## src/design/tiled_rect_quad_generator_macros.svh

```systemverilog
// Assertion macros for the tiled rectangle quad generator.
// Used by the RTL file that carries concurrent assertions (tqg_back); depends on nothing.
`ifndef TILED_RECT_QUAD_GENERATOR_MACROS_SVH
`define TILED_RECT_QUAD_GENERATOR_MACROS_SVH
`ifndef ASSERT_OFF
`define TQG_ASSERT_IMPL(label, a, b) \
    label: assert property (@(posedge aclk) disable iff (!aresetn) (a) |-> (b)) \
        else $error("assertion failed");
`define TQG_ASSERT_NEXT(label, a, b) \
    label: assert property (@(posedge aclk) disable iff (!aresetn) (a) |=> (b)) \
        else $error("assertion failed");
`else
`define TQG_ASSERT_IMPL(label, a, b)
`define TQG_ASSERT_NEXT(label, a, b)
`endif
`endif

```

## src/design/tqg_pkg.sv

```systemverilog
// Shared types, constants and helper functions of the tiled quad generator.
// Depends on nothing; imported by every module of the block.
`default_nettype none
package tqg_pkg;

    localparam int MAX_TILES  = 64;
    localparam int CNT_W      = (MAX_TILES > 1) ? $clog2(MAX_TILES) : 1;
    localparam int DIV_CYCLES = 20;
    localparam int DIV_CNT_W  = $clog2(DIV_CYCLES);
    localparam int NDC_BIAS   = 16384;
    localparam int NDC_MAX    = 131071;
    localparam int NDC_MIN    = -131072;

    localparam logic [1:0] REG_HALF_WIDTH  = 2'd0;
    localparam logic [1:0] REG_HALF_HEIGHT = 2'd1;
    localparam logic [1:0] REG_TINT        = 2'd2;

    typedef enum logic [2:0] {
        F_IDLE, F_MOD_GO, F_MOD_WAIT, F_TEX_GO, F_TEX_WAIT, F_PUSH
    } front_state_t;

    typedef enum logic [1:0] {
        B_IDLE, B_GO, B_WAIT, B_EMIT
    } back_state_t;

    typedef struct packed {
        logic signed [19:0] x;
        logic signed [19:0] y;
        logic [19:0]        w;
        logic [19:0]        h;
        logic [19:0]        sw;
        logic [19:0]        sh;
        logic [15:0]        us;
        logic [15:0]        vs;
        logic [15:0]        ue;
        logic [15:0]        ve;
        logic [17:0]        u1c;
        logic [17:0]        v1c;
    } desc_t;

    typedef struct packed {
        logic full;
        logic empty;
    } q_stat_t;

    // Returns the sign and magnitude of 2048*p + h.
    function automatic logic [40:0] ndc_num(logic signed [21:0] p, logic [15:0] h);
        logic signed [34:0] n;
        logic signed [34:0] m;
        n = ($signed({{13{p[21]}}, p}) <<< 11) + $signed({19'b0, h});
        m = n[34] ? -n : n;
        return {n[34], 6'b0, m[33:0]};
    endfunction

    // Floor correction, bias removal and saturation of a device coordinate.
    function automatic logic [17:0] ndc_fix(logic neg, logic [39:0] q, logic rnz);
        logic signed [41:0] qs;
        logic signed [41:0] r;
        qs = neg ? (-$signed({2'b0, q}) - $signed({41'b0, rnz})) : $signed({2'b0, q});
        r  = qs - 42'(NDC_BIAS);
        if (r > 42'(NDC_MAX)) begin
            return 18'(NDC_MAX);
        end else if (r < 42'(NDC_MIN)) begin
            return 18'(NDC_MIN);
        end
        return r[17:0];
    endfunction

    function automatic logic [19:0] half_den(logic [15:0] half);
        logic [15:0] h;
        h = (half == 16'd0) ? 16'd1 : half;
        return {3'b0, h, 1'b0};
    endfunction

endpackage
`default_nettype wire

```

## src/design/tqg_queue.sv

```systemverilog
// Two-entry descriptor queue between the front end and the tile walker.
// Depends on tqg_pkg for the descriptor and status types.
`default_nettype none
module tqg_queue (
    input  wire logic             aclk,
    input  wire logic             aresetn,
    input  wire logic             push,
    input  wire tqg_pkg::desc_t   wr_data,
    input  wire logic             pop,
    output tqg_pkg::desc_t        rd_data,
    output tqg_pkg::q_stat_t      stat
);
    import tqg_pkg::*;

    desc_t      mem_reg [2];
    logic       wr_ptr_reg, rd_ptr_reg;
    logic [1:0] count_reg;

    always_ff @(posedge aclk) begin
        if (!aresetn) begin
            wr_ptr_reg <= 1'b0;
            rd_ptr_reg <= 1'b0;
            count_reg  <= 2'd0;
        end else begin
            if (push) begin
                wr_ptr_reg <= ~wr_ptr_reg;
            end
            if (pop) begin
                rd_ptr_reg <= ~rd_ptr_reg;
            end
            if (push && !pop) begin
                count_reg <= count_reg + 2'd1;
            end else if (pop && !push) begin
                count_reg <= count_reg - 2'd1;
            end
        end
    end

    always_ff @(posedge aclk) begin
        if (push) begin
            mem_reg[wr_ptr_reg] <= wr_data;
        end
    end

    assign rd_data    = mem_reg[rd_ptr_reg];
    assign stat.full  = count_reg == 2'd2;
    assign stat.empty = count_reg == 2'd0;
endmodule
`default_nettype wire

```

## config.mk

```make
export PLATFORM = sky130hd
export DESIGN_NAME = tqg_queue
export DESIGN_NICKNAME = d
export VERILOG_FILES = /design/src/design/tiled_rect_quad_generator_macros.svh /design/src/design/tqg_pkg.sv /design/src/design/tqg_queue.sv
export SDC_FILE = /design/constraint.sdc
export NUM_CORES = 1
export LEC_CHECK = 0
export ABC_AREA = 1
export ABC_CLOCK_PERIOD_IN_PS = 12400
export BUFFER_PORTS_ARGS = -buffer_cell sky130_fd_sc_hd__clkbuf_2
export CORE_UTILIZATION = 50
export CTS_CLUSTER_SIZE = 16
export DETAILED_ROUTE_END_ITERATION = 8
export PLACE_DENSITY_LB_ADDON = 0.25
export SYNTH_ARGS = -nofsm -noshare
export SYNTH_HDL_FRONTEND = slang
export SYNTH_SLANG_ARGS = --single-unit
```

## constraint.sdc

```tcl
create_clock -name aclk -period 12.4 [get_ports aclk]
set_input_delay 1.24 -clock aclk [delete_from_list [all_inputs] [get_ports aclk]]
set_output_delay 1.24 -clock aclk [all_outputs]
set_load 0.03 [all_outputs]
```

* Yosys cells after proc, flatten, opt, wreduce, memory -nomap -nowiden
Memories as Yosys holds them, arrays and structs flattened. A register that Yosys moved wholly into a read port is not among the register bits. Cells that the tools add are included.
Storage, ports and cells: register bits 4, bits in writable memories 440, word-level logic and storage cells 21, memories kept 1
Memories:
- mem_reg | words 2, bits a word 220, read ports 1, clocked after memory_dff 1, wr ports 1, line tqg_queue.sv:15 | desc_t mem_reg [2];
Cells by class: $add $sub $neg 2, eq/ne operators 1, mux-type cells 6, bitwise gates (word level) 2, reductions and logical operators 6
Operators with widths (number):
- 1-bit two-way mux | 4
- 2-bit two-way mux | 2
- 2-bit by 1-bit adder with 2-bit output (second input constant) | 1
- 2-bit equality test (second input constant) | 1
- 1-bit logical AND | 2
- 1-bit zero test | 2
- 2-bit zero test | 1
- 1-bit inverter | 2
- 2-bit nonzero test | 1
- 2-bit by 1-bit subtractor with 2-bit output (second input constant) | 1

* Logic depth before layout (Yosys ltp)
Gate-level depths: netlist of run 1.
depth in word-level cells 4, gate-level depth with buffers 8, depth with buffers taken out 8

* Worst setup path after synthesis of run 1
OpenSTA, ideal clock, no wires.
path kind input to register, start in push, end mem mem_reg[0][0] (netlist bit), enable pin, data arrival time 10.472 ns, data required time 11.590 ns, path slack 1.118 ns, stages on the path 2, path buffers 0, path through inv_1 nor2_1
Between the ends: cells in the longest elaborated chain, start to end 2
RTL lines:
- start, declared | line tqg_queue.sv:7 | input wire logic push,
- 1-bit two-way mux | line tqg_queue.sv:40 | if (push) begin
- 1-bit two-way mux (not written as such) | line tqg_queue.sv:41 | mem_reg[wr_ptr_reg] <= wr_data;
- end, declared | line tqg_queue.sv:15
No other way between the ends.

==> results.tsv, run 1 <==
metric	value	unit
outcome	finished clean	
Worst Setup EP	rd_data[80]	
fraction of final layout cells sized beyond drive strength 1	0.597	
max-slew violations	0	
Yosys warnings	0	
Placer Congestion	0.838	
Die W	182	um
site row count	65	
hold_sp	rd_ptr_reg	
Syn Nets	944	
Final nets	1420	
post-synthesis sequential area ratio	0.823	
vias per cell	5.10	
CTS max path bufs	3	
CP most frequent cell	buf_4	
DP Wirelength	22500	um
RSZ-0062 raised after global routing	false	
count of input and output buffers	445	
max incr delay on CP	0.72	ns
worst path cell trace	buf_4 -> buf_4 -> mux2_2 -> clkbuf_2	
# resized after CTS	0	
MaxCap Viol Count	0	
Placed Cells	1549	
post-synth top area cell	edfxtp_1	
CTS clock-pin slew for the worst setup and hold paths	0.06	ns
reg2reg setup slack	9.53	ns
initial antenna violation count	6	
pwr dens	171	nW/um2
H-tree depth	2	
FF+latch count, synth	445	
P&R area growth vs syn	24.5	%
WL final	33400	um
Hold Crit Class	register to register	
crit path launch type	register	
Die ar.	33100	um2
routed vias	8354	
Boundary Pins	446	
CP required	11.16	ns
crit end category	output pin	
Pre-antenna DRT Iters	4	
Fillers	2303	
worst r2r src	wr_ptr_reg	
max reg flops	440	
worst reg-to-reg path cell count	3	
Initial DRC Count	364	
final hold vios	0	
minimum clock period	4.51	ns
Mapped Cells	719	
largest net degree at the start of global routing	142	
die extent in y	182	um
syn_area_per_cell	22.5	um2
number of nets still failing antenna checks after routing	0	
Rel. slew slack	0.237	
crit path DAT	3.27	ns
peak supply drop	0.000121	V
slowest CP cell	buf_4	
worst slew pin tran	1.14	ns
Final setup viols	0	
Synth top area share	0.817	
vias in the first global route	8633	
CTS Buf Count	46	
Critical Path Fanout Max	62	
clock root buffer	clkbuf_16	
fin cells	1638	
initial core utilization	0.510	
Worst-Skew Late Latency	0.54	ns
hold-fix buffers at CTS	0	
first-pass GRT wire length	48800	um
Remaining Overflow, GRT	0	
r2r endpoint	mem_reg[1][115]	
core area	31700	um2
post-synth cell types	13	
GRT Total Usage	0.197	
setup TNS	0	ns
Routed WL per cell	20.4	um
WS Path Type	register to output pin	
max frequency	0.222	GHz
# Post-CTS Setup Buffers	0	
Leakage	7.65	nW
# DRC	0	
CTS tree	done	
Sinks on Clock Net	445	
fin crit share	0.364	
top cells by area, synth	edfxtp_1, mux2_2, buf_6, dfxtp_1, nor2_1	
Cell Area, Synth	16200	um2
Worst Skew	0.0188	ns
## logic make-up after synthesis
group                    share of synthesized area
multiplexers                                 0.153
flip-flops                                   0.823
AND/OR/NAND/NOR                            0.00464
AO/OA/AOI/OAI                             0.000618
buffers and inverters                       0.0178
adder cells (fa/ha/maj)                   0.000773
## cells in the mapped netlist
library cell and count:
edfxtp_1 440, mux2_2 220, buf_6 22, nor2_1 9, inv_1 8, nand2_1 8, dfxtp_1 5, buf_2 2
a21oi_1 1, ha_1 1, nand3_1 1, nand4_1 1, o21ai_0 1
## cell usage in the layout (no fill, tap or decap), types with 4 or more instances in the layout
cell type  instances
nand2_1            8
clkbuf_1          13
clkinv_2           5
clkinv_1          12
mux2_2           220
edfxtp_1         440
clkbuf_2         445
buf_4              7
clkbuf_16         46
nor2_1             8
dfxtp_1            4
inv_1              7
diode_2            4
## stage by stage
step | setup WS, ns | utilization | area, um2 | total power, W | hold WS (ns)
floorplan | 1.12 | - | 16200 | 0.00208 | 0.463
global placement | 8.45 | 0.590 | 18700 | 0.00219 | 0.476
detailed placement | 8.40 | 0.590 | 18700 | 0.00220 | 0.492
CTS | 7.81 | 0.635 | 20100 | 0.00348 | 0.506
global route | 7.67 | 0.635 | 20100 | 0.00357 | 0.525
finish | 7.89 | 0.635 | 20100 | 0.00345 | 0.496
## where the power goes
part,internal (W),switching (W)
Combinational,0.000132,0.000262
Clock,0.000748,0.000541
Sequential,0.00175,0.0000215
Total,0.00263,0.000824
## cell type report
| cell class | instances | area [um2] | area share |
|---|---|---|---|
| Antenna cell | 4 | 10.0 | 0.000497 |
| Clock buffer | 59 | 1200 | 0.0596 |
| Clock inverter | 26 | 216 | 0.0107 |
| Inverter | 8 | 37.5 | 0.00186 |
| Multi-Input combinational cell | 242 | 2580 | 0.128 |
| Sequential cell | 445 | 13300 | 0.661 |
| Tap cell | 402 | 503 | 0.0250 |
| Timing Repair Buffer | 452 | 2280 | 0.113 |
## how the worst min path moves through the flow
stage                       endpoint  slack (ns)  depth (start not counted)
after floorplan             register        0.46                          2
after global placement    rd_ptr_reg        0.48                          2
after detailed placement    register        0.49                          2
after CTS                   register        0.51                          2
after global routing        register        0.52                          2
final                       register        0.50                          2
## per-layer routing
layer / share of wire / global-route usage
met1: 0.36 / 0.217
met2: 0.50 / 0.337
met3: 0.11 / 0.0796
met4: 0.034 / 0.0827
met5: 0.00033 / 0
## critical path, delay by kind of cell, from the launching register on
| kind | cells | cell delay [ns] |
|---|---|---|
| DFF | 1 | 0.65 |
| buffers and inverters | 3 | 1.60 |
| muxes | 1 | 0.42 |
Note: power is estimated with default switching activity, not from simulation.
==> run 2: changes to the inputs <==
--- a/config.mk
+++ b/config.mk
@@ -6,9 +6,9 @@
 export NUM_CORES = 1
 export LEC_CHECK = 0
 export ABC_AREA = 1
-export ABC_CLOCK_PERIOD_IN_PS = 12400
+export ABC_CLOCK_PERIOD_IN_PS = 4000
 export BUFFER_PORTS_ARGS = -buffer_cell sky130_fd_sc_hd__clkbuf_2
-export CORE_UTILIZATION = 50
+export CORE_UTILIZATION = 47
 export CTS_CLUSTER_SIZE = 16
 export DETAILED_ROUTE_END_ITERATION = 8
 export PLACE_DENSITY_LB_ADDON = 0.25
==> constraint.sdc (replaced) <==
create_clock -name aclk -period 4 [get_ports aclk]
set_input_delay 0.4 -clock aclk [delete_from_list [all_inputs] [get_ports aclk]]
set_output_delay 0.4 -clock aclk [all_outputs]
set_load 0.03 [all_outputs]
==> results.tsv, run 2 (synthesis results as in run 1) <==
metric	value	unit
Pre-antenna DRT Iters	4	
largest net degree at the start of global routing	112	
peak supply drop	0.000404	V
register area	13300	um2
Boundary Pins	446	
worst slew pin tran	0.990	ns
reg2reg setup slack	1.52	ns
routed vias	8286	
initial antenna violation count	1	
Remaining Overflow, GRT	0	
fraction of final layout cells sized beyond drive strength 1	0.597	
CTS tree	done	
first-pass GRT wire length	47800	um
hold depth	1	
Pwr Total	0.0105	W
initial core utilization	0.480	
CTS max path bufs	3	
Util after Layout	0.601	
DP Wirelength	21600	um
hold_sp	wr_data[144]	
fin cells	1686	
WL final	31900	um
Leakage	7.67	nW
internal power	0.00797	W
Sw Ratio	0.238	
P&R area growth vs syn	25.2	%
max incr delay on CP	0.92	ns
Place WS	1.19	ns
crit path launch type	register	
GRT Total Usage	0.179	
clock power share	0.358	
# resized after CTS	0	
Sinks on Clock Net	445	
Routed WL per cell	18.9	um
# Post-CTS Setup Buffers	0	
clock root buffer	clkbuf_16	
number of nets still failing antenna checks after routing	0	
crit end category	output pin	
die extent in y	188	um
Rel. slew slack	0.340	
Placer Congestion	0.760	
max reg flops	440	
CP required	3.60	ns
Fillers	2518	
setup TNS	0	ns
Initial DRC Count	312	
crit path DAT	2.44	ns
Placed Cells	1601	
Final nets	1425	
count of input and output buffers	445	
vias per cell	4.91	
outcome	finished clean	
worst reg-to-reg path cell count	4	
hold-fix buffers at CTS	0	
Worst Skew	0.0152	ns
WS Path Type	register to output pin	
Comb pwr share	0.118	
Worst-Skew Late Latency	0.53	ns
CTS clock-pin slew for the worst setup and hold paths	0.06	ns
MaxCap Viol Count	0	
max frequency	0.352	GHz
commonest non-fill, non-tap cell in the layout	clkbuf_2	
final hold vios	0	
switching pwr	0.00249	W
Critical Path Fanout Max	57	
Sequential Power Share	0.523	
Hold Crit Class	input port to register	
# DRC	0	
RSZ-0062 raised after global routing	false	
worst r2r src	wr_ptr_reg	
Die ar.	35200	um2
minimum clock period	2.84	ns
post-route setup slack	1.16	ns
max-slew violations	0	
vias in the first global route	8803	
most frequent cells in the layout	clkbuf_2, edfxtp_1, mux2_2	
hold endpoint	mem_reg[0][144]	
r2r endpoint	mem_reg[1][97]	
pwr dens	517	nW/um2
slowest CP cell	dfxtp_4	
Final setup viols	0	
site row count	67	
Die W	188	um
CTS Buf Count	45	
H-tree depth	2	
core area	33700	um2
area of the multi-input gates	2600	um2
fin crit share	0.709	
worst path cell trace	buf_4 -> mux2_2 -> clkbuf_2	
[run 2: cell types whose count changed in the layout (fill, tap and decap cells not counted), moves of 3 or more]
cell | previous run | this run
clkinv_1 | 12 | 20
buf_12 | 0 | 5
clkbuf_1 | 13 | 9
bufinv_16 | 3 | 0
diode_2 | 4 | 1
[run 2: final cells by class]
| class | instances | area share |
|---|---|---|
| diodes | 1 | 0.000124 |
| clock buffers | 56 | 0.0598 |
| clock inverters | 28 | 0.00618 |
| inverters | 8 | 0.00229 |
| multi-input cells | 242 | 0.128 |
| flip-flops and latches | 445 | 0.658 |
| well taps | 448 | 0.0277 |
| repair buffers | 458 | 0.118 |
[run 2: how the worst max path moves through the flow]
stage,start,end,slack [ns],depth (start not counted)
6_report,register,rd_data[141],1.16,3
5_1_grt,register,rd_data[175],1.0,3
4_1_cts,register,rd_data[175],1.06,3
3_5_place_dp,push,mem_reg[1][64],1.19,5
3_3_place_gp,push,mem_reg[1][56],1.19,5
2_1_floorplan,push,mem_reg[1][0],-0.11,2
[run 2: layer usage]
| layer | up-vias | share of wire | track usage |
|---|---|---|---|
| li1 | 3835 | - | - |
| met2 | 368 | 0.50 | 0.309 |
| met3 | 69 | 0.11 | 0.0724 |
| met1 | 4014 | 0.36 | 0.199 |
| met4 | 0 | 0.028 | 0.0638 |
| met5 | - | 0 | 0 |
[run 2: power by group through the flow]
stage / registers [W] / clock network (W) / logic (W)
2_1_floorplan: 0.00556 / 0 / 0.000849
3_3_place_gp: 0.00556 / 0 / 0.00124
3_5_place_dp: 0.00558 / 0 / 0.00125
4_1_cts: 0.00548 / 0.00386 / 0.00126
5_1_grt: 0.00550 / 0.00402 / 0.00131
6_report: 0.00548 / 0.00375 / 0.00124
[run 2: stage by stage]
| stage | instance area [um2] | hold slack (ns) |
|---|---|---|
| 6_report | 20200 | 0.0564 |
| 5_1_grt | 20200 | 0.0240 |
| 4_1_cts | 20200 | 0.0246 |
| 3_5_place_dp | 18900 | 0.494 |
| 3_3_place_gp | 18900 | 0.477 |
| 2_1_floorplan | 16200 | 0.463 |
[run 2: worst max-delay path: cells and delay by family (launching register included)]
family	cells	cell delay, ns
flip-flops	1	0.92
buffers and inverters	2	0.58
multiplexers	1	0.38
