===== config.mk =====
export PLATFORM = sky130hd
export DESIGN_NAME = tqg_front
export DESIGN_NICKNAME = d
export VERILOG_FILES = /design/src/design/tiled_rect_quad_generator_macros.svh /design/src/design/tqg_pkg.sv /design/src/design/tqg_div.sv /design/src/design/tqg_front.sv
export SDC_FILE = /design/constraint.sdc
export NUM_CORES = 2
export LEC_CHECK = 0
export ABC_CLOCK_PERIOD_IN_PS = 31400
export BUFFER_PORTS_ARGS = -buffer_cell sky130_fd_sc_hd__buf_2
export CAP_MARGIN = 40
export CORE_UTILIZATION = 60
export DETAILED_ROUTE_END_ITERATION = 8
export PLACE_DENSITY_LB_ADDON = 0.05
export SLEW_MARGIN = 15
export SYNTH_ARGS = -nofsm -noshare
export SYNTH_HDL_FRONTEND = slang
export SYNTH_SLANG_ARGS = --single-unit

===== constraint.sdc =====
create_clock -name aclk -period 31.4 [get_ports aclk]
set_clock_uncertainty 0.2 [all_clocks]
set_input_delay 3.14 -clock aclk [delete_from_list [all_inputs] [get_ports aclk]]
set_output_delay 3.14 -clock aclk [all_outputs]
set_load 0.05 [all_outputs]

===== src/design/tiled_rect_quad_generator_macros.svh =====
// Assertion macros for the tiled rectangle quad generator.
// Used by the RTL file that carries concurrent assertions (tqg_back); depends on nothing.
`ifndef TILED_RECT_QUAD_GENERATOR_MACROS_SVH
`define TILED_RECT_QUAD_GENERATOR_MACROS_SVH
`ifndef ASSERT_OFF
`define TQG_ASSERT_IMPL(label, a, b) \
    label: assert property (@(posedge aclk) disable iff (!aresetn) (a) |-> (b)) \
        else $error("assertion failed");
`define TQG_ASSERT_NEXT(label, a, b) \
    label: assert property (@(posedge aclk) disable iff (!aresetn) (a) |=> (b)) \
        else $error("assertion failed");
`else
`define TQG_ASSERT_IMPL(label, a, b)
`define TQG_ASSERT_NEXT(label, a, b)
`endif
`endif


===== src/design/tqg_pkg.sv =====
// Shared types, constants and helper functions of the tiled quad generator.
// Depends on nothing; imported by every module of the block.
`default_nettype none
package tqg_pkg;

    localparam int MAX_TILES  = 64;
    localparam int CNT_W      = (MAX_TILES > 1) ? $clog2(MAX_TILES) : 1;
    localparam int DIV_CYCLES = 20;
    localparam int DIV_CNT_W  = $clog2(DIV_CYCLES);
    localparam int NDC_BIAS   = 16384;
    localparam int NDC_MAX    = 131071;
    localparam int NDC_MIN    = -131072;

    localparam logic [1:0] REG_HALF_WIDTH  = 2'd0;
    localparam logic [1:0] REG_HALF_HEIGHT = 2'd1;
    localparam logic [1:0] REG_TINT        = 2'd2;

    typedef enum logic [2:0] {
        F_IDLE, F_MOD_GO, F_MOD_WAIT, F_TEX_GO, F_TEX_WAIT, F_PUSH
    } front_state_t;

    typedef enum logic [1:0] {
        B_IDLE, B_GO, B_WAIT, B_EMIT
    } back_state_t;

    typedef struct packed {
        logic signed [19:0] x;
        logic signed [19:0] y;
        logic [19:0]        w;
        logic [19:0]        h;
        logic [19:0]        sw;
        logic [19:0]        sh;
        logic [15:0]        us;
        logic [15:0]        vs;
        logic [15:0]        ue;
        logic [15:0]        ve;
        logic [17:0]        u1c;
        logic [17:0]        v1c;
    } desc_t;

    typedef struct packed {
        logic full;
        logic empty;
    } q_stat_t;

    // Returns the sign and magnitude of 2048*p + h.
    function automatic logic [40:0] ndc_num(logic signed [21:0] p, logic [15:0] h);
        logic signed [34:0] n;
        logic signed [34:0] m;
        n = ($signed({{13{p[21]}}, p}) <<< 11) + $signed({19'b0, h});
        m = n[34] ? -n : n;
        return {n[34], 6'b0, m[33:0]};
    endfunction

    // Floor correction, bias removal and saturation of a device coordinate.
    function automatic logic [17:0] ndc_fix(logic neg, logic [39:0] q, logic rnz);
        logic signed [41:0] qs;
        logic signed [41:0] r;
        qs = neg ? (-$signed({2'b0, q}) - $signed({41'b0, rnz})) : $signed({2'b0, q});
        r  = qs - 42'(NDC_BIAS);
        if (r > 42'(NDC_MAX)) begin
            return 18'(NDC_MAX);
        end else if (r < 42'(NDC_MIN)) begin
            return 18'(NDC_MIN);
        end
        return r[17:0];
    endfunction

    function automatic logic [19:0] half_den(logic [15:0] half);
        logic [15:0] h;
        h = (half == 16'd0) ? 16'd1 : half;
        return {3'b0, h, 1'b0};
    endfunction

endpackage
`default_nettype wire


===== src/design/tqg_div.sv =====
// Radix-4 restoring divider, two quotient bits per cycle, 40-bit dividend.
// Depends on tqg_pkg for its cycle count.
`default_nettype none
module tqg_div (
    input  wire logic        aclk,
    input  wire logic        aresetn,
    input  wire logic        start,
    input  wire logic [39:0] num,
    input  wire logic [19:0] den,
    output logic             done,
    output logic [39:0]      quo,
    output logic [19:0]      rem
);
    import tqg_pkg::*;

    logic [39:0]          quo_reg;
    logic [19:0]          rem_reg;
    logic [19:0]          den_reg;
    logic [DIV_CNT_W-1:0] cnt_reg;
    logic                 busy_reg;
    logic                 done_reg;
    logic [20:0]          r1, s1, r2, s2;
    logic                 ge1, ge2;

    always_comb begin
        r1  = {rem_reg, quo_reg[39]};
        ge1 = r1 >= {1'b0, den_reg};
        s1  = ge1 ? (r1 - {1'b0, den_reg}) : r1;
        r2  = {s1[19:0], quo_reg[38]};
        ge2 = r2 >= {1'b0, den_reg};
        s2  = ge2 ? (r2 - {1'b0, den_reg}) : r2;
    end

    always_ff @(posedge aclk) begin
        if (!aresetn) begin
            busy_reg <= 1'b0;
            done_reg <= 1'b0;
            cnt_reg  <= '0;
        end else begin
            done_reg <= 1'b0;
            if (start) begin
                busy_reg <= 1'b1;
                cnt_reg  <= '0;
            end else if (busy_reg) begin
                cnt_reg <= cnt_reg + 1'b1;
                if (cnt_reg == DIV_CNT_W'(DIV_CYCLES - 1)) begin
                    busy_reg <= 1'b0;
                    done_reg <= 1'b1;
                end
            end
        end
    end

    always_ff @(posedge aclk) begin
        if (start) begin
            quo_reg <= num;
            rem_reg <= '0;
            den_reg <= den;
        end else if (busy_reg) begin
            quo_reg <= {quo_reg[37:0], ge1, ge2};
            rem_reg <= s2[19:0];
        end
    end

    assign done = done_reg;
    assign quo  = quo_reg;
    assign rem  = rem_reg;
endmodule
`default_nettype wire


===== src/design/tqg_front.sv =====
// Front end: accepts rectangles, drops empty ones and works out the clipped
// texture coordinates of the last column and row. Depends on tqg_pkg, tqg_div.
`default_nettype none
module tqg_front (
    input  wire logic               aclk,
    input  wire logic               aresetn,
    input  wire logic               s_valid,
    output logic                    s_ready,
    input  wire logic signed [19:0] s_rect_x,
    input  wire logic signed [19:0] s_rect_y,
    input  wire logic [19:0]        s_rect_w,
    input  wire logic [19:0]        s_rect_h,
    input  wire logic [15:0]        s_u_start,
    input  wire logic [15:0]        s_v_start,
    input  wire logic [15:0]        s_u_end,
    input  wire logic [15:0]        s_v_end,
    input  wire logic [19:0]        s_tile_w,
    input  wire logic [19:0]        s_tile_h,
    input  wire tqg_pkg::q_stat_t   q_stat,
    output logic                    q_push,
    output tqg_pkg::desc_t          q_data
);
    import tqg_pkg::*;

    front_state_t       state_reg, state_next;
    desc_t              d_reg;
    logic signed [37:0] prod_u_reg, prod_v_reg;
    logic               start_mod, start_tex, accept, empty_item;
    logic [39:0]        num_u, num_v;
    logic [19:0]        den_u, den_v;
    logic               done_u, done_v;
    logic [39:0]        quo_u, quo_v;
    logic [19:0]        rem_u, rem_v;
    logic signed [16:0] diff_u, diff_v;
    logic signed [37:0] mag_u, mag_v;
    logic signed [18:0] u1_sum, v1_sum;

    assign accept     = s_valid && s_ready;
    assign empty_item = (s_rect_w == 20'd0) || (s_rect_h == 20'd0) ||
                        (s_tile_w == 20'd0) || (s_tile_h == 20'd0);

    always_comb begin
        state_next = state_reg;
        s_ready    = 1'b0;
        start_mod  = 1'b0;
        start_tex  = 1'b0;
        q_push     = 1'b0;
        case (state_reg)
            F_IDLE: begin
                s_ready = 1'b1;
                if (s_valid && !empty_item) begin
                    state_next = F_MOD_GO;
                end
            end
            F_MOD_GO: begin
                start_mod  = 1'b1;
                state_next = F_MOD_WAIT;
            end
            F_MOD_WAIT: begin
                if (done_u && done_v) begin
                    state_next = F_TEX_GO;
                end
            end
            F_TEX_GO: begin
                start_tex  = 1'b1;
                state_next = F_TEX_WAIT;
            end
            F_TEX_WAIT: begin
                if (done_u && done_v) begin
                    state_next = F_PUSH;
                end
            end
            F_PUSH: begin
                if (!q_stat.full) begin
                    q_push     = 1'b1;
                    state_next = F_IDLE;
                end
            end
            default: state_next = F_IDLE;
        endcase
    end

    always_ff @(posedge aclk) begin
        if (!aresetn) begin
            state_reg <= F_IDLE;
        end else begin
            state_reg <= state_next;
        end
    end

    assign mag_u = prod_u_reg[37] ? -prod_u_reg : prod_u_reg;
    assign mag_v = prod_v_reg[37] ? -prod_v_reg : prod_v_reg;
    assign num_u = start_tex ? {2'b0, mag_u} : {20'b0, d_reg.w - 20'd1};
    assign num_v = start_tex ? {2'b0, mag_v} : {20'b0, d_reg.h - 20'd1};
    assign den_u = d_reg.sw;
    assign den_v = d_reg.sh;
    assign diff_u = $signed({1'b0, d_reg.ue}) - $signed({1'b0, d_reg.us});
    assign diff_v = $signed({1'b0, d_reg.ve}) - $signed({1'b0, d_reg.vs});

    assign u1_sum = $signed({3'b0, d_reg.us}) +
                    (prod_u_reg[37] ? -$signed({2'b0, quo_u[16:0]})
                                    : $signed({2'b0, quo_u[16:0]}));
    assign v1_sum = $signed({3'b0, d_reg.vs}) +
                    (prod_v_reg[37] ? -$signed({2'b0, quo_v[16:0]})
                                    : $signed({2'b0, quo_v[16:0]}));

    always_ff @(posedge aclk) begin
        if (accept) begin
            d_reg.x  <= s_rect_x;
            d_reg.y  <= s_rect_y;
            d_reg.w  <= s_rect_w;
            d_reg.h  <= s_rect_h;
            d_reg.sw <= s_tile_w;
            d_reg.sh <= s_tile_h;
            d_reg.us <= s_u_start;
            d_reg.vs <= s_v_start;
            d_reg.ue <= s_u_end;
            d_reg.ve <= s_v_end;
        end
        if (state_reg == F_MOD_WAIT && done_u && done_v) begin
            prod_u_reg <= $signed({1'b0, rem_u + 20'd1}) * diff_u;
            prod_v_reg <= $signed({1'b0, rem_v + 20'd1}) * diff_v;
        end
        if (state_reg == F_TEX_WAIT && done_u && done_v) begin
            d_reg.u1c <= u1_sum[17:0];
            d_reg.v1c <= v1_sum[17:0];
        end
    end

    tqg_div u_div_u (
        .aclk(aclk), .aresetn(aresetn), .start(start_mod || start_tex),
        .num(num_u), .den(den_u), .done(done_u), .quo(quo_u), .rem(rem_u)
    );

    tqg_div u_div_v (
        .aclk(aclk), .aresetn(aresetn), .start(start_mod || start_tex),
        .num(num_v), .den(den_v), .done(done_v), .quo(quo_v), .rem(rem_v)
    );

    assign q_data = d_reg;
endmodule
`default_nettype wire


# [After elaboration in Yosys (flattened, before gate mapping)]
# Cells that the tools add are included.
[classes] addsub=18 mul=2 eq_ne=11 n_reduce_logical=23 mux=32 n_bitwise=3 n_shift=0 magnitude_cmp=4 div_mod_pow=0
[ops] cell="40-bit two-way mux" n=4
[ops] cell="38-bit two-way mux" n=4
[ops] cell="21-bit by 20-bit >= comparator with 1-bit output" n=4
[ops] cell="20-bit logical NOT" n=4
[ops] cell="20-bit two-way mux" n=4
[ops] cell="20-bit subtractor" n=4
[ops] cell="21-bit by 17-bit multiplier with 38-bit output" n=2
[ops] cell="38-bit negator" n=2
[ops] cell="20-bit by 1-bit adder with 20-bit output (second input constant)" n=2
[ops] cell="20-bit by 1-bit subtractor with 20-bit output (second input constant)" n=2
[ops] cell="17-bit by 18-bit adder with 18-bit output" n=2
[ops] cell="18-bit two-way mux" n=2
[ops] cell="17-bit negator with 18-bit output" n=2
[ops] cell="16-bit by 16-bit subtractor with 17-bit output" n=2
[ops] cell="3-bit one-hot mux with 6 select lines" n=1
[ops] cell="1-bit two-way mux" n=13
[ops] cell="3-bit two-way mux" n=4
[ops] cell="5-bit by 1-bit adder with 5-bit output (second input constant)" n=2
[ops] cell="5-bit == test (second input constant)" n=2
[ops] cell="2-bit inequality test (second input constant)" n=4
[ops] cell="1-bit logical AND" n=7
[ops] cell="3-bit by 2-bit == test with 1-bit output (second input constant)" n=2
[ops] cell="3-bit == test (second input constant)" n=2
[ops] cell="3-bit OR reduction" n=2
[ops] cell="8 further kinds" n=14
[totals] romBits=0 mem_count=0 reg_bits=473 mem_bits_rw=0 output_inout_bits=222 latch_bits=0

# [Longest topological paths before layout]
[depth] word_depth=8 depth_mapped=36 depth_no_buf=35

# [Modules after synthesis]
# From an unflattened synthesis, not the netlist that was laid out.
[unflattened] hier_cells=5171 area_unflattened_um2=50260.7
[modules_own_cells] module="tqg_front" cells_per_inst=4052 area_each_um2=38493.2 seq_area_each_um2=8948.6 instances=1
[modules_own_cells] module="tqg_div (u_div_u)" cells_per_inst=551 area_each_um2=5947.0 seq_area_each_um2=2342.2 instances=1
[modules_own_cells] module="tqg_div (u_div_v)" cells_per_inst=568 area_each_um2=5820.6 seq_area_each_um2=2342.2 instances=1

# [Least setup slack after synthesis]
# No wires, ideal clock.
[synth_path] path_type="input port to flip-flop" from="input port s_valid" to="register d_reg (netlist bit den_u[0]) (enable)" t_required_ns=30.247 path_buffers=0 cell_stages=2 arrival_ns=15.588 setup_ns=0.953 slack_ns=14.659 cell_sequence="nand2b_1 > nor3_1"
[synth_between] elab_chain_cells=1
[synth_lines] item="start, declared" line_no="tqg_front.sv:7" source="input wire logic s_valid,"
[synth_lines] item="1-bit logical AND" line_no="tqg_front.sv:38" source="assign accept = s_valid && s_ready;"
[synth_lines] item="net accept" line_no="tqg_front.sv:28" source="logic start_mod, start_tex, accept, empty_item;"
[synth_lines] item="end, declared" line_no="tqg_front.sv:26" source="desc_t d_reg;"
# The timed path passes the listed nets, and every way through them passes these cells.
# A chain may end at the register's enable or synchronous reset.

# [Final worst setup path]
[layout_path] from="register d_reg (netlist bit q_data[84])" to="register prod_u_reg[37], data pin"
[layout_between] elab_chain_cells=2
[layout_lines] item="16-bit by 16-bit subtractor with 17-bit output" line_no="tqg_front.sv:97" source="assign diff_u = $signed({1'b0, d_reg.ue}) - $signed({1'b0, d_reg.us});"
[layout_lines] item="21-bit by 17-bit multiplier with 38-bit output" line_no="tqg_front.sv:121" source="prod_u_reg <= $signed({1'b0, rem_u + 20'd1}) * diff_u;"
[layout_lines] item="end signal, assigned" line_no="tqg_front.sv:121"
[layout_lines] item="end, declared" line_no="tqg_front.sv:27" source="logic signed [37:0] prod_u_reg, prod_v_reg;"
# No other way between the ends.

==> results_dict.tcl <==
set metrics [dict create \
    status "complete, no violations" \
    grt_max_degree 85 \
    worst_slew_pin_slew_ns 0.940 \
    post-cts-setup-buffers 0 \
    grt_pass1_vias 37600 \
    slew_viol_final 0 \
    numCtsBuffers 53 \
    synth_cell_types 73 \
    crit_top_cell "fa_1" \
    setup_viol 0 \
    clk_pin_slew_ns 0.06 \
    start_kind "register" \
    grt_pass1_wl_mm 200 \
    final_util_pct 67.7 \
    max_cap_viol_count 0 \
    cts_resized 0 \
    die_w_um 288 \
    core_um2 80500 \
    path_buf_inv 4 \
    layout-drive-gt1-share_pct 11.8 \
    critPathLaunch "q_data[84]" \
    die_y_um 288 \
    place_congestion 0.960 \
    dp.cells 6563 \
    overflow 0 \
    r2r_start "q_data[84]" \
    hp-start "den_v[16]" \
    holdWs_ns 0.239 \
    layout_common_cells "inv_1 (801), nand2_1 (618), fa_1 (546), ha_1 (419), edfxtp_1 (416)" \
    holdBufCountCts 0 \
    crit_fanout 12 \
    rsz0062_at_grt "no" \
    required_ns 31.55 \
    layout.nets 6715 \
    clk_latency_ns 0.64 \
    slowest_stage "a21o_1" \
    firstDrtPassIters 6 \
    async_reset_ff_share_pct 0 \
    io_pins 411 \
    syn_avg_cell_area_um2 9.52 \
    critPathMaxStageDelay_ns 0.55 \
    syn_nets 6295 \
    maxSlewHeadroom_pct 37.1 \
    drc 0 \
    rows 104 \
    grt_usage_pct 30.9 \
    vias 38100 \
    critPathKind "register to register" \
    synth_edf_count 416 \
    htree_levels 2 \
    yosys_warnings 0 \
    cts.sinks 473 \
    cts_root_buf "clkbuf_16" \
    max_freq_mhz 100 \
    synthToLayoutAreaGrowth_pct 11.5 \
    routed_wl_mm 127 \
    largest_reg_flops 180 \
    port_buffers 409 \
    crit_path_end_kind "register" \
    critical-path-top-delay-family "adder cells" \
    start_util_pct 60.7 \
    cp.arrival_ns 10.15 \
    min_period_ns 10.00 \
    die_area_um2 82700 \
    wl_per_cell_um 19.1 \
    antenna_found_initial 4 \
    min_path_type "register to register" \
    hold_viol 0 \
    fin_cells 6668 \
    synth_seq_area_share_pct 27.9 \
    synth_cells 5141 \
    drtIter0Drc 2857 \
    setup_tns_ns 0 \
    netlist_area_um2 48900 \
    postRouteAntennaNets 0 \
    viasPerCell 5.72 \
    period_share_pct 31.9 \
    synth-main-ff-cell "edfxtp_1" \
    final_common_cell "inv_1" \
    cts_tree "yes" \
    clk_path_buf_depth 3 \
    synth_seq_cells 473 \
    dp_hpwl_mm 100 \
]
-- worst paths after layout --
path	to	slack (ns)	cells past startpoint
max	prod_u_reg[37]	21.40	30
min	u_div_v.den_reg[16]	0.24	0
max reg2reg	prod_u_reg[37]	21.40	30
min reg2reg	u_div_v.den_reg[16]	0.24	0
-- cells in the mapped netlist, types with 33 or more instances --
cell type	n	area share [%]
nor4_1	38	0.49
xnor2_1	227	4.1
dfxtp_1	57	2.3
or3_1	37	0.47
and3_1	48	0.61
o21a_1	33	0.51
a21o_1	66	1.0
nand2_1	620	4.8
nor2_1	404	3.1
xor2_1	163	2.9
clkbuf_1	156	1.2
ha_1	419	11
o21ai_0	275	2.8
o31ai_1	49	0.75
and2_1	57	0.73
fa_1	546	22
inv_1	802	6.2
edfxtp_1	416	26
a21oi_1	183	1.9
nand3_1	88	0.90
nor3_1	79	0.81
nor2b_1	48	0.61
-- cell type report --
| type | count | area [µm²] |
|---|---|---|
| clock buffer | 65 | 1390 |
| multi-input combinational | 3700 | 31700 |
| fill | 6614 | 26000 |
| antenna | 3 | 7.51 |
| timing repair buffer | 530 | 3020 |
| tap | 1060 | 1330 |
| sequential | 473 | 13600 |
| clock inverter | 34 | 449 |
| inverter | 803 | 3020 |
-- layer usage --
| layer | global-route usage, % | vias to the layer above | wire length, µm |
|---|---|---|---|
| li1 | - | 17800 | - |
| met5 | 0 | - | 7 |
| met2 | 50.3 | 1469 | 59000 |
| met3 | 5.18 | 254 | 10000 |
| met4 | 10.3 | 2 | 4330 |
| met1 | 42.0 | 18600 | 53800 |
-- stage by stage --
stage                     setup slack [ns]  instance area, µm²
final                                21.40               54500
after global routing                 21.09               54500
after floorplan                      14.66               48900
after global placement               21.71               52400
after CTS                            21.57               54500
after detailed placement             21.58               52700
-- cells by family (layout without fill, tap and decap cells) --
| kind of cell | Yosys count | in the layout | share of synthesized area, % |
|---|---|---|---|
| multiplexers | 33 | 33 | 0.703 |
| buffers and inverters | 968 | 1432 | 7.43 |
| flip-flops | 473 | 473 | 27.9 |
| AND/OR/NAND/NOR | 1526 | 1526 | 14.0 |
| other | 0 | 3 | 0 |
| AO/OA/AOI/OAI | 786 | 786 | 9.91 |
| XOR/XNOR | 390 | 390 | 6.98 |
| adder cells (fa/ha/maj) | 965 | 965 | 33.1 |
Power is not shown: default switching activity piles up to over one toggle a cycle in this logic, so the estimate is an artifact.
