File: config.mk
export PLATFORM = sky130hd
export DESIGN_NAME = tqg_back
export DESIGN_NICKNAME = d
export VERILOG_FILES = /design/src/design/tqg_pkg.sv /design/src/design/tqg_div.sv /design/src/design/tqg_back.sv
export VERILOG_INCLUDE_DIRS = /design/src /design/src/design
export SDC_FILE = /design/constraint.sdc
export NUM_CORES = 2
export LEC_CHECK = 0
export BUFFER_PORTS_ARGS = -buffer_cell sky130_fd_sc_hd__buf_4
export CORE_UTILIZATION = 40
export CTS_CLUSTER_DIAMETER = 120
export DETAILED_ROUTE_END_ITERATION = 8
export SLEW_MARGIN = 10
export SYNTH_ARGS = -nofsm -noshare
export SYNTH_HDL_FRONTEND = slang
export SYNTH_SLANG_ARGS = --single-unit
File: constraint.sdc
create_clock -name aclk -period 13.5 [get_ports aclk]
set_clock_uncertainty 0.2 [all_clocks]
set_input_delay 1.35 -clock aclk [delete_from_list [all_inputs] [get_ports aclk]]
set_output_delay 1.35 -clock aclk [all_outputs]
set_load 0.02 [all_outputs]
File: src/design/tiled_rect_quad_generator_macros.svh
// Assertion macros for the tiled rectangle quad generator.
// Used by the RTL file that carries concurrent assertions (tqg_back); depends on nothing.
`ifndef TILED_RECT_QUAD_GENERATOR_MACROS_SVH
`define TILED_RECT_QUAD_GENERATOR_MACROS_SVH
`ifndef ASSERT_OFF
`define TQG_ASSERT_IMPL(label, a, b) \
    label: assert property (@(posedge aclk) disable iff (!aresetn) (a) |-> (b)) \
        else $error("assertion failed");
`define TQG_ASSERT_NEXT(label, a, b) \
    label: assert property (@(posedge aclk) disable iff (!aresetn) (a) |=> (b)) \
        else $error("assertion failed");
`else
`define TQG_ASSERT_IMPL(label, a, b)
`define TQG_ASSERT_NEXT(label, a, b)
`endif
`endif

File: src/design/tqg_pkg.sv
// Shared types, constants and helper functions of the tiled quad generator.
// Depends on nothing; imported by every module of the block.
`default_nettype none
package tqg_pkg;

    localparam int MAX_TILES  = 64;
    localparam int CNT_W      = (MAX_TILES > 1) ? $clog2(MAX_TILES) : 1;
    localparam int DIV_CYCLES = 20;
    localparam int DIV_CNT_W  = $clog2(DIV_CYCLES);
    localparam int NDC_BIAS   = 16384;
    localparam int NDC_MAX    = 131071;
    localparam int NDC_MIN    = -131072;

    localparam logic [1:0] REG_HALF_WIDTH  = 2'd0;
    localparam logic [1:0] REG_HALF_HEIGHT = 2'd1;
    localparam logic [1:0] REG_TINT        = 2'd2;

    typedef enum logic [2:0] {
        F_IDLE, F_MOD_GO, F_MOD_WAIT, F_TEX_GO, F_TEX_WAIT, F_PUSH
    } front_state_t;

    typedef enum logic [1:0] {
        B_IDLE, B_GO, B_WAIT, B_EMIT
    } back_state_t;

    typedef struct packed {
        logic signed [19:0] x;
        logic signed [19:0] y;
        logic [19:0]        w;
        logic [19:0]        h;
        logic [19:0]        sw;
        logic [19:0]        sh;
        logic [15:0]        us;
        logic [15:0]        vs;
        logic [15:0]        ue;
        logic [15:0]        ve;
        logic [17:0]        u1c;
        logic [17:0]        v1c;
    } desc_t;

    typedef struct packed {
        logic full;
        logic empty;
    } q_stat_t;

    // Returns the sign and magnitude of 2048*p + h.
    function automatic logic [40:0] ndc_num(logic signed [21:0] p, logic [15:0] h);
        logic signed [34:0] n;
        logic signed [34:0] m;
        n = ($signed({{13{p[21]}}, p}) <<< 11) + $signed({19'b0, h});
        m = n[34] ? -n : n;
        return {n[34], 6'b0, m[33:0]};
    endfunction

    // Floor correction, bias removal and saturation of a device coordinate.
    function automatic logic [17:0] ndc_fix(logic neg, logic [39:0] q, logic rnz);
        logic signed [41:0] qs;
        logic signed [41:0] r;
        qs = neg ? (-$signed({2'b0, q}) - $signed({41'b0, rnz})) : $signed({2'b0, q});
        r  = qs - 42'(NDC_BIAS);
        if (r > 42'(NDC_MAX)) begin
            return 18'(NDC_MAX);
        end else if (r < 42'(NDC_MIN)) begin
            return 18'(NDC_MIN);
        end
        return r[17:0];
    endfunction

    function automatic logic [19:0] half_den(logic [15:0] half);
        logic [15:0] h;
        h = (half == 16'd0) ? 16'd1 : half;
        return {3'b0, h, 1'b0};
    endfunction

endpackage
`default_nettype wire

File: src/design/tqg_div.sv
// Radix-4 restoring divider, two quotient bits per cycle, 40-bit dividend.
// Depends on tqg_pkg for its cycle count.
`default_nettype none
module tqg_div (
    input  wire logic        aclk,
    input  wire logic        aresetn,
    input  wire logic        start,
    input  wire logic [39:0] num,
    input  wire logic [19:0] den,
    output logic             done,
    output logic [39:0]      quo,
    output logic [19:0]      rem
);
    import tqg_pkg::*;

    logic [39:0]          quo_reg;
    logic [19:0]          rem_reg;
    logic [19:0]          den_reg;
    logic [DIV_CNT_W-1:0] cnt_reg;
    logic                 busy_reg;
    logic                 done_reg;
    logic [20:0]          r1, s1, r2, s2;
    logic                 ge1, ge2;

    always_comb begin
        r1  = {rem_reg, quo_reg[39]};
        ge1 = r1 >= {1'b0, den_reg};
        s1  = ge1 ? (r1 - {1'b0, den_reg}) : r1;
        r2  = {s1[19:0], quo_reg[38]};
        ge2 = r2 >= {1'b0, den_reg};
        s2  = ge2 ? (r2 - {1'b0, den_reg}) : r2;
    end

    always_ff @(posedge aclk) begin
        if (!aresetn) begin
            busy_reg <= 1'b0;
            done_reg <= 1'b0;
            cnt_reg  <= '0;
        end else begin
            done_reg <= 1'b0;
            if (start) begin
                busy_reg <= 1'b1;
                cnt_reg  <= '0;
            end else if (busy_reg) begin
                cnt_reg <= cnt_reg + 1'b1;
                if (cnt_reg == DIV_CNT_W'(DIV_CYCLES - 1)) begin
                    busy_reg <= 1'b0;
                    done_reg <= 1'b1;
                end
            end
        end
    end

    always_ff @(posedge aclk) begin
        if (start) begin
            quo_reg <= num;
            rem_reg <= '0;
            den_reg <= den;
        end else if (busy_reg) begin
            quo_reg <= {quo_reg[37:0], ge1, ge2};
            rem_reg <= s2[19:0];
        end
    end

    assign done = done_reg;
    assign quo  = quo_reg;
    assign rem  = rem_reg;
endmodule
`default_nettype wire

File: src/design/tqg_back.sv
// Tile walker: steps through columns and rows, converts corners to device
// coordinates and holds the result beat. Depends on tqg_pkg, tqg_div, macros.
`default_nettype none
`include "tiled_rect_quad_generator_macros.svh"
module tqg_back (
    input  wire logic             aclk,
    input  wire logic             aresetn,
    input  wire tqg_pkg::q_stat_t q_stat,
    input  wire tqg_pkg::desc_t   q_data,
    output logic                  q_pop,
    input  wire logic [15:0]      half_width,
    input  wire logic [15:0]      half_height,
    input  wire logic [31:0]      tint,
    output logic                  m_valid,
    input  wire logic             m_ready,
    output logic signed [17:0]    m_quad_x0,
    output logic signed [17:0]    m_quad_y0,
    output logic signed [17:0]    m_quad_x1,
    output logic signed [17:0]    m_quad_y1,
    output logic [15:0]           m_tex_u0,
    output logic [15:0]           m_tex_v0,
    output logic signed [17:0]    m_tex_u1,
    output logic signed [17:0]    m_tex_v1,
    output logic [31:0]           m_quad_tint,
    output logic                  m_last_tile,
    output logic                  m_truncated
);
    import tqg_pkg::*;

    back_state_t        state_reg, state_next;
    desc_t              d_reg;
    logic signed [21:0] px_reg, py_reg;
    logic [19:0]        rw_reg, rh_reg;
    logic [CNT_W-1:0]   cnt_reg;
    logic               lc_reg, lr_reg;
    logic [3:0]         neg_reg;
    logic               out_valid_reg;
    logic               start, emit, tile_last, div_done_all;
    logic               lc, lr;
    logic [19:0]        tw, th;
    logic signed [21:0] px1, py1;
    logic [40:0]        nx0, nx1, ny0, ny1;
    logic [19:0]        den_x, den_y;
    logic [3:0]         done;
    logic [39:0]        q0, q1, q2, q3;
    logic [19:0]        r0, r1, r2, r3;

    logic signed [17:0] x0_reg, y0_reg, x1_reg, y1_reg, u1_reg, v1_reg;
    logic [15:0]        u0_reg, v0_reg;
    logic [31:0]        tint_reg;
    logic               last_reg, trunc_reg;

    assign lc  = rw_reg <= d_reg.sw;
    assign lr  = rh_reg <= d_reg.sh;
    assign tw  = lc ? rw_reg : d_reg.sw;
    assign th  = lr ? rh_reg : d_reg.sh;
    assign px1 = px_reg + $signed({2'b0, tw});
    assign py1 = py_reg + $signed({2'b0, th});
    assign nx0 = ndc_num(px_reg, half_width);
    assign nx1 = ndc_num(px1, half_width);
    assign ny0 = ndc_num(py_reg, half_height);
    assign ny1 = ndc_num(py1, half_height);
    assign den_x = half_den(half_width);
    assign den_y = half_den(half_height);
    assign div_done_all = &done;
    assign tile_last = (lc_reg && lr_reg) || (cnt_reg == CNT_W'(MAX_TILES - 1));

    always_comb begin
        state_next = state_reg;
        q_pop      = 1'b0;
        start      = 1'b0;
        emit       = 1'b0;
        case (state_reg)
            B_IDLE: begin
                if (!q_stat.empty) begin
                    q_pop      = 1'b1;
                    state_next = B_GO;
                end
            end
            B_GO: begin
                start      = 1'b1;
                state_next = B_WAIT;
            end
            B_WAIT: begin
                if (div_done_all) begin
                    state_next = B_EMIT;
                end
            end
            B_EMIT: begin
                if (!out_valid_reg || m_ready) begin
                    emit       = 1'b1;
                    state_next = tile_last ? B_IDLE : B_GO;
                end
            end
            default: state_next = B_IDLE;
        endcase
    end

    always_ff @(posedge aclk) begin
        if (!aresetn) begin
            state_reg     <= B_IDLE;
            out_valid_reg <= 1'b0;
            cnt_reg       <= '0;
        end else begin
            state_reg <= state_next;
            if (emit) begin
                out_valid_reg <= 1'b1;
            end else if (m_ready) begin
                out_valid_reg <= 1'b0;
            end
            if (q_pop) begin
                cnt_reg <= '0;
            end else if (emit) begin
                cnt_reg <= cnt_reg + 1'b1;
            end
        end
    end

    always_ff @(posedge aclk) begin
        if (q_pop) begin
            d_reg  <= q_data;
            px_reg <= {{2{q_data.x[19]}}, q_data.x};
            py_reg <= {{2{q_data.y[19]}}, q_data.y};
            rw_reg <= q_data.w;
            rh_reg <= q_data.h;
        end
        if (start) begin
            lc_reg  <= lc;
            lr_reg  <= lr;
            neg_reg <= {ny1[40], nx1[40], ny0[40], nx0[40]};
        end
        if (emit) begin
            if (lr_reg) begin
                px_reg <= px_reg + $signed({2'b0, d_reg.sw});
                rw_reg <= rw_reg - d_reg.sw;
                py_reg <= {{2{d_reg.y[19]}}, d_reg.y};
                rh_reg <= d_reg.h;
            end else begin
                py_reg <= py_reg + $signed({2'b0, d_reg.sh});
                rh_reg <= rh_reg - d_reg.sh;
            end
            x0_reg    <= ndc_fix(neg_reg[0], q0, r0 != 20'd0);
            y0_reg    <= ndc_fix(neg_reg[1], q1, r1 != 20'd0);
            x1_reg    <= ndc_fix(neg_reg[2], q2, r2 != 20'd0);
            y1_reg    <= ndc_fix(neg_reg[3], q3, r3 != 20'd0);
            u0_reg    <= d_reg.us;
            v0_reg    <= d_reg.vs;
            u1_reg    <= lc_reg ? d_reg.u1c : {2'b0, d_reg.ue};
            v1_reg    <= lr_reg ? d_reg.v1c : {2'b0, d_reg.ve};
            tint_reg  <= tint;
            last_reg  <= tile_last;
            trunc_reg <= tile_last && !(lc_reg && lr_reg);
        end
    end

    tqg_div u_div_x0 (
        .aclk(aclk), .aresetn(aresetn), .start(start), .num(nx0[39:0]),
        .den(den_x), .done(done[0]), .quo(q0), .rem(r0)
    );
    tqg_div u_div_y0 (
        .aclk(aclk), .aresetn(aresetn), .start(start), .num(ny0[39:0]),
        .den(den_y), .done(done[1]), .quo(q1), .rem(r1)
    );
    tqg_div u_div_x1 (
        .aclk(aclk), .aresetn(aresetn), .start(start), .num(nx1[39:0]),
        .den(den_x), .done(done[2]), .quo(q2), .rem(r2)
    );
    tqg_div u_div_y1 (
        .aclk(aclk), .aresetn(aresetn), .start(start), .num(ny1[39:0]),
        .den(den_y), .done(done[3]), .quo(q3), .rem(r3)
    );

    assign m_valid     = out_valid_reg;
    assign m_quad_x0   = x0_reg;
    assign m_quad_y0   = y0_reg;
    assign m_quad_x1   = x1_reg;
    assign m_quad_y1   = y1_reg;
    assign m_tex_u0    = u0_reg;
    assign m_tex_v0    = v0_reg;
    assign m_tex_u1    = u1_reg;
    assign m_tex_v1    = v1_reg;
    assign m_quad_tint = tint_reg;
    assign m_last_tile = last_reg;
    assign m_truncated = trunc_reg;

    `TQG_ASSERT_IMPL(a_trunc_on_last, out_valid_reg && trunc_reg, last_reg)
    `TQG_ASSERT_IMPL(a_pop_not_empty, q_pop, !q_stat.empty)
    `TQG_ASSERT_NEXT(a_go_to_wait, state_reg == B_GO, state_reg == B_WAIT)
    `TQG_ASSERT_NEXT(a_done_to_emit, state_reg == B_WAIT && div_done_all, state_reg == B_EMIT)
endmodule
`default_nettype wire
# Word level (Yosys, flattened, before mapping)
# Cells that the tools add are included.
[word_totals]
wordCells = 251
output_inout_bits = 176
n_memories = 0
register_bits = 753
ram_bits = 0
romBits = 0
inputBits = 289
latchBits = 0
[op_classes]
n_mul = 0
bitwise = 5
addsub = 39
reduce_logical = 27
eq_ne = 11
shift = 0
div = 0
n_lt_le_gt_ge = 18
muxes = 92
[ops]
columns = ["operator", "count"]
rows = [
  ["34-bit 2-to-1 mux", 12],
  ["20-bit 2-to-1 mux", 16],
  ["18-bit 2-to-1 mux", 12],
  ["21-bit by 17-bit greater-or-equal comparator with 1-bit output", 8],
  ["42-bit by 18-bit greater-than comparator with 1-bit output, second input constant", 4],
  ["42-bit by 18-bit less-than comparator with 1-bit output, second input constant", 4],
  ["42-bit 2-to-1 mux", 4],
  ["40-bit negation with 42-bit output", 4],
  ["42-bit by 16-bit subtractor with 42-bit output, second input constant", 4],
  ["42-bit by 2-bit subtractor with 42-bit output", 4],
  ["20-bit by 17-bit subtractor with 20-bit output", 8],
  ["33-bit by 17-bit adder with 34-bit output", 4],
  ["34-bit negation", 4],
  ["22-bit 2-to-1 mux", 6],
  ["22-bit by 21-bit adder with 22-bit output", 4],
  ["20-bit nonzero test", 4],
  ["20-bit <= comparator", 2],
  ["20-bit subtractor", 2],
  ["1-bit 2-to-1 mux", 36],
  ["16-bit zero test", 2],
  ["16-bit 2-to-1 mux", 2],
  ["5-bit by 1-bit adder with 5-bit output, second input constant", 4],
  ["5-bit == test, second input constant", 4],
  ["2-bit nonzero test", 6],
  ["16 further kinds", 32],
]

# Longest topological paths before layout
[logic_depth]
ltp_word = 9
depth_mapped = 37
ltp_nobuf = 35

# Hierarchy
# A second synthesis with hierarchy kept.
[hier_totals]
cells_unflattened = 7436
area_unflattened_um2 = 66477.5
[modules_own_cells]
columns = ["module", "area_each_um2", "instances", "seq_area_each_um2", "cells_each"]
rows = [
  ["tqg_back", 43544.3, 1, 13092.6, 5226],
  ["tqg_div (u_div_x0 ...)", 5754.3, 3, 2342.2, 565],
  ["tqg_div (u_div_y1)", 5670.4, 1, 2342.2, 515],
]

# Worst setup path after synthesis
# Ideal clock, no wire load.
[synth_timing]
path_kind = "input to output"
from = "input q_stat[0] in the netlist's numbering"
to = "output q_pop"
stages = 4
setup_slack_ns = 4.970
arrival_ns = 6.980
path_cell_list = "nand2b_1 > clkbuf_1 > inv_2 > buf_1"
[synth_via]
elab_chain_cells = 2
[synth_rtl]
columns = ["item", "line_no", "source"]
rows = [
  ["start, declared", "tqg_back.sv:8", "input wire tqg_pkg::q_stat_t q_stat,"],
  ["1-bit 2-to-1 mux", "tqg_back.sv:75", "if (!q_stat.empty) begin"],
  ["1-bit 2-to-1 mux", "tqg_back.sv:73", "case (state_reg)"],
  ["end, declared", "tqg_back.sv:10", "output logic q_pop,"],
]
# Every way passes these cells.

# Worst setup path in the final report
[layout_timing]
from = "register rh_reg[2]"
to = "register u_div_y1.quo_reg[17] (netlist: u_div_y1.quo[17]) (data pin)"
[layout_via]
elab_chain_cells = 7
[layout_rtl]
columns = ["item", "line_no", "source"]
rows = [
  ["start, declared", "tqg_back.sv:33", "logic [19:0] rw_reg, rh_reg;"],
  ["start signal, assigned", "tqg_back.sv:125", "rh_reg <= q_data.h;"],
  ["start signal, assigned", "tqg_back.sv:137", "rh_reg <= d_reg.h;"],
  ["start signal, assigned", "tqg_back.sv:140", "rh_reg <= rh_reg - d_reg.sh;"],
  ["20-bit <= comparator", "tqg_back.sv:54", "assign lr = rh_reg <= d_reg.sh;"],
  ["20-bit 2-to-1 mux *", "tqg_back.sv:56", "assign th = lr ? rh_reg : d_reg.sh;"],
  ["22-bit by 21-bit adder with 22-bit output *", "tqg_back.sv:58", "assign py1 = py_reg + $signed({2'b0, th});"],
  ["33-bit by 17-bit adder with 34-bit output *", "tqg_pkg.sv:50", "n = ($signed({{13{p[21]}}, p}) <<< 11) + $signed({19'b0, h});"],
  ["34-bit negation", "tqg_pkg.sv:51", "m = n[34] ? -n : n;"],
  ["34-bit 2-to-1 mux *", "tqg_pkg.sv:51", ""],
  ["34-bit 2-to-1 mux *", "tqg_div.sv:55", "if (start) begin"],
  ["end signal, assigned", "tqg_div.sv:56", "quo_reg <= num;"],
  ["end signal, assigned", "tqg_div.sv:60", "quo_reg <= {quo_reg[37:0], ge1, ge2};"],
  ["end, declared", "tqg_div.sv:16", "logic [39:0] quo_reg;"],
]
# Mark *: on every way between the ends. The rest lies on a longest branch, timed or not.
# A chain may end at the register's enable or synchronous reset.

==> results.sh <==
export IMPL_crit_fanout=36
export IMPL_dieArea_mm2=0.154
export IMPL_crit_path_max_incr_delay_ns=0.68
export IMPL_wl_met3_mm=11.4
export IMPL_postSynthCellCount=7034
export IMPL_vias=53900
export IMPL_fp_dieW_um=393
export IMPL_m1WireLength_mm=84.9
export IMPL_r2r_cells=31
export IMPL_critPathKind="reg -> reg"
export IMPL_clock_sinks=753
export IMPL_required_ns=13.71
export IMPL_htree_levels=3
export IMPL_synth_edf_count=570
export IMPL_initial_core_util=0.402
export IMPL_post_cts_resized=0
export IMPL_finalCriticalPeriod_ns=8.62
export IMPL_synth_cell_types=125
export IMPL_drtIter0Drc=4201
export IMPL_maxSlewHeadroom=0.191
export IMPL_setup_tns_final_ns=0
export IMPL_placed_area_mm2=0.0664
export IMPL_antenna_found_initial=9
export IMPL_ioPinCount=465
export IMPL_cts_tree="yes"
export IMPL_drc=0
export IMPL_timing_fmax_ghz=0.116
export IMPL_end_kind="register"
export IMPL_highest_layer="met5"
export IMPL_crit_path_frequent_cell="o21ai_0"
export IMPL_grt_pass1_wl_mm=284
export IMPL_rsz0062_at_grt="no"
export IMPL_path_clk_slew_ns=0.06
export IMPL_port_buffers=463
export IMPL_hpwlAfterDp_mm=139
export IMPL_holdPathStages=0
export IMPL_finalCritPeriodShare=0.639
export IMPL_yosysTopAreaCellShare=0.280
export IMPL_synth_largest_area_cell="edfxtp_1"
export IMPL_postCtsSetupBuffers=0
export IMPL_first_pass_iters=6
export IMPL_syn_avg_cell_area_um2=8.68
export IMPL_yosys_area_share_simple=0.184
export IMPL_utilization=0.458
export IMPL_crit_family="compound AO/OA/AOI/OAI gates"
export IMPL_setup_viol=0
export IMPL_met2_length_mm=82.3
export IMPL_ys_top_cells_by_count="nor2_1 (659), nand2_1 (643), edfxtp_1 (570), a21oi_1 (502), inv_1 (465)"
export IMPL_grt_max_degree=173
export IMPL_grt_ovfl_total=0
export IMPL_fill_cells=14800
export IMPL_nets=8112
export IMPL_synth_flop_cell="edfxtp_1"
export IMPL_largest_reg_flops=180
export IMPL_num_rows=143
export IMPL_drv_cap=0
export IMPL_ys_ff_latch=753
export IMPL_place_gp_congestion=0.930
export IMPL_hold_violations=0
export IMPL_insertion_delay_ns=0.70
export IMPL_grtUsageTotal=0.230
export IMPL_wl_per_cell_um=19.3
export IMPL_final_area_mm2=0.0695
export IMPL_synth_warning_count=0
export IMPL_cp_arrival_ns=8.84
export IMPL_die_h_um=393
export IMPL_syn_nets=7799
export IMPL_cp_num_cells=31
export IMPL_synthAdderAreaFrac=0.0998
export IMPL_drv_slew=0
export IMPL_synth_compound_area_frac=0.212
export IMPL_areaGrowthSynthToFinish_pct=13.8
export IMPL_cts_max_path_buffers=3
export IMPL_cts_buffers=91
export IMPL_min_path_type="reg -> reg"
export IMPL_synth_mux_area_frac=0.0452
export IMPL_crit_path_start_kind="register"
export IMPL_synthArstFlopShare=0
export IMPL_ant_nets=0
export IMPL_grt_pass1_vias=50900
export IMPL_yosysMostFrequentCell="nor2_1"
export IMPL_slowest_stage="a211oi_1"
export IMPL_drive_above_1_share=0.118
export IMPL_cts_root_buf="clkbuf_16"
export IMPL_synth_top_family_by_area="compound AO/OA/AOI/OAI gates"
export IMPL_core_area_mm2=0.152
export IMPL_cts_hold_buf=0
export IMPL_synth_area_leaders="edfxtp_1 (28%), ha_1 (9.4%), dfxtp_1 (6.0%)"
export IMPL_crit_buf_inv=3
export IMPL_hold_ws_ns=0.216
export IMPL_syn_area_mm2=0.0611
export IMPL_avgViaCountPerCell=5.70
export IMPL_synth_xor_area_frac=0.0710
export IMPL_wirelength_mm=182
export IMPL_outcome="finished, final reports clean"
export IMPL_worst_pin_slew_ns=1.21
export IMPL_yosysSeqAreaShare=0.340
[path summary, 6_finish.rpt]
check / to / start / slack, ns
worst min-delay path: m_tex_u0[0] / d_reg[84] / 0.22
worst max-delay path: u_div_y1.quo[17] / rh_reg[2] / 4.88
worst min register to register: m_tex_u0[0] / d_reg[84] / 0.22
worst max register to register: u_div_y1.quo[17] / rh_reg[2] / 4.88
[routing by layer]
metal / vias up / GRT usage
met1: 25700 / 0.320
met3: 220 / 0.0378
met4: 8 / 0.0567
li1: 26500 / -
met2: 1410 / 0.369
met5: - / 0
[layout make-up]
| type | instances | area [um^2] | area share |
|---|---|---|---|
| clock buffers | 105 | 2360 | 0.0340 |
| diodes | 3 | 7.51 | 0.000108 |
| well taps | 2030 | 2540 | 0.0366 |
| flip-flops and latches | 753 | 20800 | 0.299 |
| repair buffers | 513 | 3860 | 0.0556 |
| inverters | 469 | 1780 | 0.0256 |
| multi-input cells | 5519 | 37500 | 0.539 |
| clock inverters | 64 | 677 | 0.00975 |
[stage by stage]
step | setup slack [ns] | instances
5_1_grt | 3.95 | 9455
2_1_floorplan | 4.97 | 7034
6_report | 4.88 | 9456
3_3_place_gp | 5.01 | 9284
3_5_place_dp | 4.95 | 9284
4_1_cts | 4.90 | 9453
[kinds of logic (layout without fill, tap and decap cells)]
kind of cell    after synthesis  in the layout
simple gates               2317           2317
compound gates             1964           1964
buf+inv                     762           1151
flops                       753            753
xor+xnor                    495            495
fa+ha+maj                   476            476
mux                         267            267
other cells                   0              3
[cell usage in the layout, fill, tap and decap left out, types with 56 or more instances in the layout]
master and instances:
edfxtp_1 570, dfxtp_1 180, a31oi_1 93, o21a_1 59
nor3_1 152, o21ai_0 440, nand3_1 161, xor2_1 216
buf_4 512, nor2b_1 62, xnor2_1 279, nand2b_1 64
a21o_1 163, nor2_1 659, nor4_1 56, and3_1 86
mux2_2 59, nand2_1 640, ha_1 457, a21oi_1 502
mux2i_1 207, clkbuf_16 92, a211oi_1 112, o31ai_1 57
nand4_1 109, or3_1 77, inv_1 465
Power is not shown: default switching activity piles up to over one toggle a cycle in this logic, so the estimate is an artifact.
